$ cat src/design/pts_pkg.sv
// Package for the priority task scheduler: operation and status codes,
// sequencer states and default sizes. No dependencies.
package pts_pkg;

    localparam int DEF_NUM_TASKS     = 16;
    localparam int DEF_PRIORITY_BITS = 8;
    localparam int CFG_INDEX_BITS    = 2;
    localparam int CFG_DATA_BITS     = 32;
    localparam int SLICE_BITS        = 17;
    localparam logic [SLICE_BITS-1:0] SLICE_MAX = '1;

    typedef enum logic [2:0] {
        OP_ADD      = 3'd0,
        OP_START    = 3'd1,
        OP_SCHEDULE = 3'd2,
        OP_BLOCK    = 3'd3,
        OP_WAKE     = 3'd4
    } op_t;

    typedef enum logic [1:0] {
        ST_OK      = 2'd0,
        ST_FULL    = 2'd1,
        ST_EMPTY   = 2'd2,
        ST_NOTQ    = 2'd3
    } status_t;

    typedef enum logic [1:0] {
        CFG_QUANTUM = 2'd0,
        CFG_BONUS   = 2'd1,
        CFG_BASE    = 2'd2
    } cfg_index_t;

    localparam logic [1:0] CS_RUNNING = 2'd0;

    typedef enum logic [3:0] {
        S_IDLE,
        S_DECODE,
        S_ENQ_WALK,
        S_DEQ_WALK,
        S_PICK,
        S_SLICE_MUL,
        S_SLICE_ADD,
        S_WAKE_SCAN,
        S_MASK_SCAN,
        S_DONE
    } state_t;

endpackage

$ cat src/design/priority_task_scheduler.sv
// Top level of the priority task scheduler: sequencer, linked ready list,
// blocked table and enable mask scan. Depends on pts_pkg.
//
// Channel   Direction  Signals
// command   in         start, operation, task_id, priority_req, irq_number,
//                      current_state (busy is an output)
// result    out        done, status, next_task, slice_reload, irq_enable_mask,
//                      woken_count, ready_count
// config    in         cfg_we, cfg_index, cfg_data
//
// A command is a transfer when start is high and busy is low. After it the
// sequencer runs a decode step, a mask scan of one slot per cycle plus its exit
// step, and the result step. A list insert or removal also walks the list link
// by link, a start or schedule that picks a task adds the slice multiply and add
// steps, schedule also adds a pick step, and a wake adds a scan of every slot
// plus one insert walk per requeued slot. The result is on the output ports for
// one cycle with done high; the receiver cannot stall. Reset clears all list,
// flag and wait mask state at once.
module priority_task_scheduler
    import pts_pkg::*;
#(
    parameter int NUM_TASKS     = DEF_NUM_TASKS,
    parameter int PRIORITY_BITS = DEF_PRIORITY_BITS
) (
    input  logic                       clk,
    input  logic                       rst_n,
    input  logic                       start,
    output logic                       busy,
    input  logic [2:0]                 operation,
    input  logic [3:0]                 task_id,
    input  logic [7:0]                 priority_req,
    input  logic [4:0]                 irq_number,
    input  logic [1:0]                 current_state,
    output logic                       done,
    output logic [1:0]                 status,
    output logic [3:0]                 next_task,
    output logic [SLICE_BITS-1:0]      slice_reload,
    output logic [31:0]                irq_enable_mask,
    output logic [4:0]                 woken_count,
    output logic [4:0]                 ready_count,
    input  logic                       cfg_we,
    input  logic [CFG_INDEX_BITS-1:0]  cfg_index,
    input  logic [CFG_DATA_BITS-1:0]   cfg_data
);

    localparam int IW = $clog2(NUM_TASKS);
    localparam int LW = $clog2(NUM_TASKS + 1);
    localparam int CW = $clog2(NUM_TASKS + 1);
    localparam logic [LW-1:0] NULL_LINK = LW'(NUM_TASKS);
    localparam int PW = PRIORITY_BITS;
    localparam int MW = PW + 8;

    state_t phase_reg, phase_next;

    logic [15:0] quantum_reg;
    logic [7:0]  bonus_reg;
    logic [31:0] base_reg;

    logic [LW-1:0] link_reg [NUM_TASKS];
    logic [LW-1:0] link_next_v [NUM_TASKS];
    logic [LW-1:0] head_reg, head_next;
    logic [NUM_TASKS-1:0] queued_reg, queued_next;
    logic [NUM_TASKS-1:0] blocked_reg, blocked_next;
    logic [31:0] wmask_reg [NUM_TASKS];
    logic [31:0] wmask_next [NUM_TASKS];
    logic [PW-1:0] prio_reg [NUM_TASKS];
    logic [CW-1:0] total_reg, total_next;
    logic [IW-1:0] running_reg, running_next;

    logic [2:0]  op_reg, op_next;
    logic [3:0]  id_reg, id_next;
    logic [PW-1:0] preq_reg, preq_next;
    logic [4:0]  irq_reg, irq_next;
    logic [1:0]  cs_reg, cs_next;

    logic [IW-1:0] tgt_reg, tgt_next;
    logic [LW-1:0] walk_reg, walk_next;
    logic [CW-1:0] steps_reg, steps_next;
    logic [IW:0]   scan_reg, scan_next;
    logic [IW-1:0] cur_reg, cur_next;
    logic [1:0]    stat_reg, stat_next;
    logic [MW-1:0] prod_reg, prod_next;
    logic [SLICE_BITS-1:0] slice_reg, slice_next;
    logic [31:0]   mask_reg, mask_next;
    logic [4:0]    woken_reg, woken_next;
    logic          prio_we;
    logic [IW-1:0] prio_wa;
    logic [PW-1:0] prio_wd;
    state_t        ret_reg, ret_next;

    logic id_ok;
    logic [IW-1:0] id_ix;
    logic [IW-1:0] walk_ix;
    logic [IW-1:0] scan_ix;
    logic [LW-1:0] walk_lnk;
    logic [PW+16:0] sum_w;

    assign id_ok   = 32'(id_reg) < NUM_TASKS;
    assign id_ix   = IW'(id_reg);
    assign walk_ix = walk_reg[IW-1:0];
    assign scan_ix = scan_reg[IW-1:0];
    assign walk_lnk = link_reg[walk_ix];
    assign sum_w   = (PW+17)'(quantum_reg) + (PW+17)'(prod_reg);

    always_ff @(posedge clk or negedge rst_n)
    begin
        if (!rst_n)
        begin
            quantum_reg <= 16'd10;
            bonus_reg   <= 8'd2;
            base_reg    <= 32'd128;
        end
        else if (cfg_we)
        begin
            unique case (cfg_index)
                CFG_QUANTUM: quantum_reg <= cfg_data[15:0];
                CFG_BONUS:   bonus_reg   <= cfg_data[7:0];
                CFG_BASE:    base_reg    <= cfg_data;
                default: ;
            endcase
        end
    end

    always_ff @(posedge clk)
    begin
        if (prio_we)
        begin
            prio_reg[prio_wa] <= prio_wd;
        end
    end

    always_ff @(posedge clk or negedge rst_n)
    begin
        if (!rst_n)
        begin
            phase_reg   <= S_IDLE;
            head_reg    <= NULL_LINK;
            queued_reg  <= '0;
            blocked_reg <= '0;
            total_reg   <= '0;
            running_reg <= '0;
            for (int i = 0; i < NUM_TASKS; i++)
            begin
                link_reg[i]  <= NULL_LINK;
                wmask_reg[i] <= '0;
            end
        end
        else
        begin
            phase_reg   <= phase_next;
            head_reg    <= head_next;
            queued_reg  <= queued_next;
            blocked_reg <= blocked_next;
            total_reg   <= total_next;
            running_reg <= running_next;
            link_reg    <= link_next_v;
            wmask_reg   <= wmask_next;
        end
    end

    always_ff @(posedge clk)
    begin
        op_reg        <= op_next;
        id_reg        <= id_next;
        preq_reg      <= preq_next;
        irq_reg       <= irq_next;
        cs_reg        <= cs_next;
        tgt_reg       <= tgt_next;
        walk_reg      <= walk_next;
        steps_reg     <= steps_next;
        scan_reg      <= scan_next;
        cur_reg       <= cur_next;
        stat_reg      <= stat_next;
        prod_reg      <= prod_next;
        slice_reg     <= slice_next;
        mask_reg      <= mask_next;
        woken_reg     <= woken_next;
        ret_reg       <= ret_next;
    end

    always_comb
    begin
        phase_next     = phase_reg;
        head_next      = head_reg;
        queued_next    = queued_reg;
        blocked_next   = blocked_reg;
        total_next     = total_reg;
        running_next   = running_reg;
        link_next_v    = link_reg;
        wmask_next     = wmask_reg;
        op_next        = op_reg;
        id_next        = id_reg;
        preq_next      = preq_reg;
        irq_next       = irq_reg;
        cs_next        = cs_reg;
        tgt_next       = tgt_reg;
        walk_next      = walk_reg;
        steps_next     = steps_reg;
        scan_next      = scan_reg;
        cur_next       = cur_reg;
        stat_next      = stat_reg;
        prod_next      = prod_reg;
        slice_next     = slice_reg;
        mask_next      = mask_reg;
        woken_next     = woken_reg;
        ret_next       = ret_reg;
        prio_we        = 1'b0;
        prio_wa        = id_ix;
        prio_wd        = preq_reg;

        unique case (phase_reg)
            S_IDLE:
            begin
                if (start)
                begin
                    op_next    = operation;
                    id_next    = task_id;
                    preq_next  = PW'(priority_req);
                    irq_next   = irq_number;
                    cs_next    = current_state;
                    stat_next  = ST_OK;
                    slice_next = '0;
                    woken_next = '0;
                    phase_next = S_DECODE;
                end
            end
            S_DECODE:
            begin
                phase_next = S_MASK_SCAN;
                scan_next  = '0;
                mask_next  = base_reg;
                case (op_reg)
                    OP_ADD:
                    begin
                        if (!id_ok)
                        begin
                            stat_next = ST_NOTQ;
                        end
                        else if (!queued_reg[id_ix])
                        begin
                            if (32'(total_reg) >= NUM_TASKS)
                            begin
                                stat_next = ST_FULL;
                            end
                            else
                            begin
                                prio_we    = 1'b1;
                                tgt_next   = id_ix;
                                walk_next  = head_reg;
                                steps_next = '0;
                                ret_next   = S_MASK_SCAN;
                                phase_next = S_ENQ_WALK;
                            end
                        end
                    end
                    OP_START:
                    begin
                        if (!id_ok || !queued_reg[id_ix])
                        begin
                            stat_next = ST_NOTQ;
                        end
                        else
                        begin
                            tgt_next     = id_ix;
                            running_next = id_ix;
                            walk_next    = head_reg;
                            steps_next   = '0;
                            phase_next   = S_DEQ_WALK;
                        end
                    end
                    OP_SCHEDULE:
                    begin
                        cur_next = running_reg;
                        if (cs_reg == CS_RUNNING && !queued_reg[running_reg] &&
                            32'(total_reg) < NUM_TASKS)
                        begin
                            tgt_next   = running_reg;
                            walk_next  = head_reg;
                            steps_next = '0;
                            ret_next   = S_PICK;
                            phase_next = S_ENQ_WALK;
                        end
                        else
                        begin
                            phase_next = S_PICK;
                        end
                    end
                    OP_BLOCK:
                    begin
                        if (!id_ok)
                        begin
                            stat_next = ST_NOTQ;
                        end
                        else
                        begin
                            blocked_next[id_ix] = 1'b1;
                            wmask_next[id_ix]   = wmask_reg[id_ix] | (32'd1 << irq_reg);
                        end
                    end
                    OP_WAKE:
                    begin
                        scan_next  = '0;
                        phase_next = S_WAKE_SCAN;
                    end
                    default: ;
                endcase
            end
            S_ENQ_WALK:
            begin
                if (walk_reg == NULL_LINK ||
                    (steps_reg == '0 && prio_reg[tgt_reg] > prio_reg[walk_ix]))
                begin
                    link_next_v[tgt_reg] = head_reg;
                    head_next            = LW'(tgt_reg);
                    queued_next[tgt_reg] = 1'b1;
                    total_next           = total_reg + 1'b1;
                    phase_next           = ret_reg;
                end
                else if (walk_lnk != NULL_LINK && 32'(steps_reg) < NUM_TASKS &&
                         prio_reg[walk_lnk[IW-1:0]] >= prio_reg[tgt_reg])
                begin
                    walk_next  = walk_lnk;
                    steps_next = steps_reg + 1'b1;
                end
                else
                begin
                    link_next_v[tgt_reg] = walk_lnk;
                    link_next_v[walk_ix] = LW'(tgt_reg);
                    queued_next[tgt_reg] = 1'b1;
                    total_next           = total_reg + 1'b1;
                    phase_next           = ret_reg;
                end
                if (phase_next == S_MASK_SCAN)
                begin
                    scan_next = '0;
                    mask_next = base_reg;
                end
            end
            S_DEQ_WALK:
            begin
                if (head_reg == LW'(tgt_reg) || walk_reg == NULL_LINK ||
                    32'(steps_reg) >= NUM_TASKS || walk_lnk == LW'(tgt_reg))
                begin
                    if (head_reg == LW'(tgt_reg))
                    begin
                        head_next = link_reg[tgt_reg];
                    end
                    else if (walk_reg != NULL_LINK && 32'(steps_reg) < NUM_TASKS)
                    begin
                        link_next_v[walk_ix] = link_reg[tgt_reg];
                    end
                    link_next_v[tgt_reg] = NULL_LINK;
                    queued_next[tgt_reg] = 1'b0;
                    if (total_reg != '0)
                    begin
                        total_next = total_reg - 1'b1;
                    end
                    prod_next  = MW'(prio_reg[tgt_reg] * bonus_reg);
                    phase_next = S_SLICE_MUL;
                end
                else
                begin
                    walk_next  = walk_lnk;
                    steps_next = steps_reg + 1'b1;
                end
            end
            S_PICK:
            begin
                if (total_reg == '0 || head_reg == NULL_LINK)
                begin
                    stat_next  = ST_EMPTY;
                    scan_next  = '0;
                    mask_next  = base_reg;
                    phase_next = S_MASK_SCAN;
                end
                else
                begin
                    if (head_reg == LW'(cur_reg) && link_reg[head_reg[IW-1:0]] != NULL_LINK)
                    begin
                        tgt_next = link_reg[head_reg[IW-1:0]][IW-1:0];
                    end
                    else
                    begin
                        tgt_next = head_reg[IW-1:0];
                    end
                    running_next = tgt_next;
                    walk_next    = head_reg;
                    steps_next   = '0;
                    phase_next   = S_DEQ_WALK;
                end
            end
            S_SLICE_MUL:
            begin
                phase_next = S_SLICE_ADD;
            end
            S_SLICE_ADD:
            begin
                if (sum_w > (PW+17)'(SLICE_MAX))
                begin
                    slice_next = SLICE_MAX;
                end
                else
                begin
                    slice_next = sum_w[SLICE_BITS-1:0];
                end
                scan_next  = '0;
                mask_next  = base_reg;
                phase_next = S_MASK_SCAN;
            end
            S_WAKE_SCAN:
            begin
                if (32'(scan_reg) >= NUM_TASKS)
                begin
                    scan_next  = '0;
                    mask_next  = base_reg;
                    phase_next = S_MASK_SCAN;
                end
                else if (blocked_reg[scan_ix] && wmask_reg[scan_ix][irq_reg])
                begin
                    wmask_next[scan_ix]   = '0;
                    blocked_next[scan_ix] = 1'b0;
                    woken_next            = woken_reg + 1'b1;
                    scan_next             = scan_reg + 1'b1;
                    if (!queued_reg[scan_ix] && 32'(total_reg) < NUM_TASKS)
                    begin
                        tgt_next   = scan_ix;
                        walk_next  = head_reg;
                        steps_next = '0;
                        ret_next   = S_WAKE_SCAN;
                        phase_next = S_ENQ_WALK;
                    end
                end
                else
                begin
                    scan_next = scan_reg + 1'b1;
                end
            end
            S_MASK_SCAN:
            begin
                if (32'(scan_reg) >= NUM_TASKS)
                begin
                    phase_next = S_DONE;
                end
                else
                begin
                    if (blocked_reg[scan_ix])
                    begin
                        mask_next = mask_reg | wmask_reg[scan_ix];
                    end
                    scan_next = scan_reg + 1'b1;
                end
            end
            S_DONE:
            begin
                phase_next = S_IDLE;
            end
            default:
            begin
                phase_next = S_IDLE;
            end
        endcase
    end

    assign busy            = phase_reg != S_IDLE;
    assign done            = phase_reg == S_DONE;
    assign status          = stat_reg;
    assign next_task       = 4'(running_reg);
    assign slice_reload    = slice_reg;
    assign irq_enable_mask = mask_reg;
    assign woken_count     = woken_reg;
    assign ready_count     = 5'(total_reg);

    // The ready count never exceeds the number of slots.
    assert property (@(posedge clk) disable iff (!rst_n) 32'(total_reg) <= NUM_TASKS)
        else $error("ready count exceeds slot count");

    // A result is always followed by a return to idle.
    assert property (@(posedge clk) disable iff (!rst_n) done |=> !busy)
        else $error("block stayed busy after a result");

    // A command is taken only from idle, and work starts on the next cycle.
    assert property (@(posedge clk) disable iff (!rst_n) (start && !busy) |=> busy && !done)
        else $error("command transfer did not start work");

    // An empty list has no queued slots.
    assert property (@(posedge clk) disable iff (!rst_n)
        (head_reg == NULL_LINK) |-> (queued_reg == '0))
        else $error("queued flags set on empty list");

endmodule

$ cat config.mk
export PLATFORM = sky130hd
export DESIGN_NAME = priority_task_scheduler
export DESIGN_NICKNAME = d
export VERILOG_FILES = /design/src/design/pts_pkg.sv /design/src/design/priority_task_scheduler.sv
export SDC_FILE = /design/constraint.sdc
export NUM_CORES = 2
export LEC_CHECK = 0
export ABC_CLOCK_PERIOD_IN_PS = 16500
export BUFFER_PORTS_ARGS = -buffer_cell sky130_fd_sc_hd__buf_2
export CORE_UTILIZATION = 55
export CTS_CLUSTER_SIZE = 28
export DETAILED_ROUTE_END_ITERATION = 10
export PLACE_DENSITY_LB_ADDON = 0.05
export SYNTH_ARGS = -nofsm -noshare
export SYNTH_HDL_FRONTEND = slang
export SYNTH_SLANG_ARGS = --single-unit
$ cat constraint.sdc
create_clock -name clk -period 16.5 [get_ports clk]
set_clock_uncertainty 0.05 [all_clocks]
set_input_delay 2.475 -clock clk [delete_from_list [all_inputs] [get_ports clk]]
set_output_delay 2.475 -clock clk [all_outputs]
set_load 0.05 [all_outputs]
==> run metrics <==
Crit Path Max Fanout=39; Fin. Hold Viols=0; setup TNS=0 ps; Die Ht=321 um; NetSw=4.69 mW; Yosys reg bits=954; CTS Hold Bufs=0; Crit Path Category=reg2reg; crit end category=flop; synth unique cells=87; post-DR vias/cell=7.28; TritonCTS clock tree=yes; Gate power share=48.9%; RSZ-0062 raised after global routing=false; I/O Buffers=126; largest net degree at the start of global routing=193; Die X=321 um; core area=0.100 mm^2; via count=43200; Final #Nets=4664; # setup viols final=0; Placed Cells=5736; Yosys warning count=0; post-CTS sizing=0; Worst IR Drop VDD=0.284 mV; DR iter-0 viols=6032; commonest non-fill, non-tap cell in the layout=dfrtp_1; Synth Flop Type=dfrtp_1; Placed Instance Area=0.0578 mm^2; crit path launch type=flop; worst slew pin tran=1330 ps; synthesized area per cell=12.4 um^2; TritonCTS Sinks=954; sequential cell area fraction in the yosys report=44.9%; layout cell share with drive strength beyond 1=23.8%; dpl ws=9580 ps; total gr overflow=0; Post-synth ARST share=73.2%; Max Fclk=143 MHz; DRT Pass-1 Iters=8; row count=116; status=finished clean; worst-case clock buffer depth=3; vias in the first global route=42300; total die area=0.103 mm^2; Initial Util=55.6%; EDFF count, synth=248; slew margin rel.=11.1%; Synth Net Count=4698; mapped cell area=0.0559 mm^2; Final GP Congestion=0.941; PD cells=181 mW/mm^2; max capacitance violation total=0; critical path arrival=7300 ps; Layout fillers=8057; Final Non-Filler Cells=5935; Seq pwr share=28.2%; average wire per standard cell=32.3 um; Total Power=11.1 mW; DR DRC count=0; post-CTS setup buffers=0; H-tree levels=3; CP required=16790 ps; Reg clk slew, reported paths=60 ps; Leak Pwr=24.1 nW; most frequent cells in the layout=676 x dfrtp_1, 461 x o2bb2ai_1, 418 x mux4_2; setup ws final=9490 ps; Routed Antenna Nets=0; crit share post-route=42.5%; io pins=127; HP Class=reg2reg; Clock Power Share=22.9%; cell area after layout=0.0615 mm^2; Cells after Synth=4522; clock root cell=clkbuf_16; max-slew violations=0; Net Sw Frac=42.2%; first-pass GRT wire length=287000 um; hold slack=426 ps; hpwl dp=118000 um; routed wire length=192000 um; Global Route Usage Sum=37.6%; antenna violations before repair=3; Largest register FFs=512; Clk Latency, worst-skew pair=720 ps; internal power=6.42 mW; Layout area overhead=10.2%; Final min period=7010 ps; final core utilization=61.3%; total CTS buffers=107
-- power by group through the flow --
stage,sequential (mW),combinational [mW],clock [mW]
2_1_floorplan,3.24,3.84,0
3_3_place_gp,3.16,5.35,0
3_5_place_dp,3.16,5.37,0
4_1_cts,3.12,5.42,2.56
5_1_grt,3.16,5.94,2.65
6_report,3.13,5.44,2.54
-- cell families (layout without fill, tap and decap cells) --
logic type	Yosys count	after routing	share of synthesized area, %
flops	954	954	44.9
compound gates	1340	1340	18.2
mux	677	677	21.9
xor+xnor	47	47	0.737
other cells	0	2	0
fa+ha+maj	116	116	3.11
buf+inv	516	570	3.91
simple gates	872	872	7.21
-- layout make-up --
class                      instances  area [um^2]  area share, %
antenna                            2         5.00        0.00813
clock buffer                     135         2950           4.80
clock inverter                    62          748           1.22
inverter                         106          398          0.647
multi-input combinational       3052        28900           46.9
sequential                       954        25100           40.8
tap                             1357         1700           2.76
timing repair buffer             267         1750           2.84
-- metal layers --
metal,vias to the layer above,routed length [um],GRT usage (%)
met3,580,20100,8.98
li1,17800,-,-
met1,22200,75000,52.2
met4,2,10300,17.8
met5,-,13,0
met2,2673,86500,56.1
-- worst max-delay path, stage by stage, from the launching register on --
cell and delay [ps]:
edfxtp_1 950, mux2i_1 180, a22oi_1 240, o221ai_1 260
mux2i_4 490, buf_4 520, o211ai_1 160, a31o_2 280
ha_1 280, nand2b_1 150, a211oi_1 230, o21bai_1 140
a31oi_1 190, nor3_1 130, a21oi_4 150, buf_4 320
nand3_1 130, a222oi_1 800, and3_2 900
-- cell usage after synthesis (33+ instances only) --
master / count / area [um^2]
dfrtp_1: 677 / 16900
o2bb2ai_1: 461 / 4040
mux4_2: 418 / 9410
nand2_1: 333 / 1250
edfxtp_1: 248 / 7450
clkbuf_1: 247 / 927
nor2_1: 199 / 747
a22oi_1: 171 / 1280
a21oi_1: 149 / 746
mux2_2: 141 / 1590
a22o_1: 135 / 1180
o21ai_0: 134 / 671
mux2i_1: 110 / 1100
inv_1: 104 / 390
buf_2: 79 / 395
ha_1: 78 / 976
and2_1: 68 / 425
nor3_1: 66 / 330
buf_1: 58 / 218
nand3_1: 57 / 285
nor2b_1: 55 / 344
a211oi_1: 53 / 398
o211ai_1: 39 / 293
fa_1: 38 / 761
a31oi_1: 35 / 219
xnor2_1: 33 / 289
-- path summary, 6_finish.rpt --
kind	startpoint	to	slack [ps]	cells past startpoint
setup / recovery	walk_reg[3]	irq_enable_mask[26]	9490	18
hold / removal	blocked_reg[4]	blocked_reg[4]	430	1
setup reg to reg	walk_reg[3]	irq_enable_mask[26]	9490	18
hold reg to reg	blocked_reg[4]	blocked_reg[4]	430	1
max in group asynchronous	rst_n	wmask_reg[192]	11700	4
min in group asynchronous	rst_n	link_reg[2]	1710	1
Note: power is estimated with default switching activity, not from simulation.
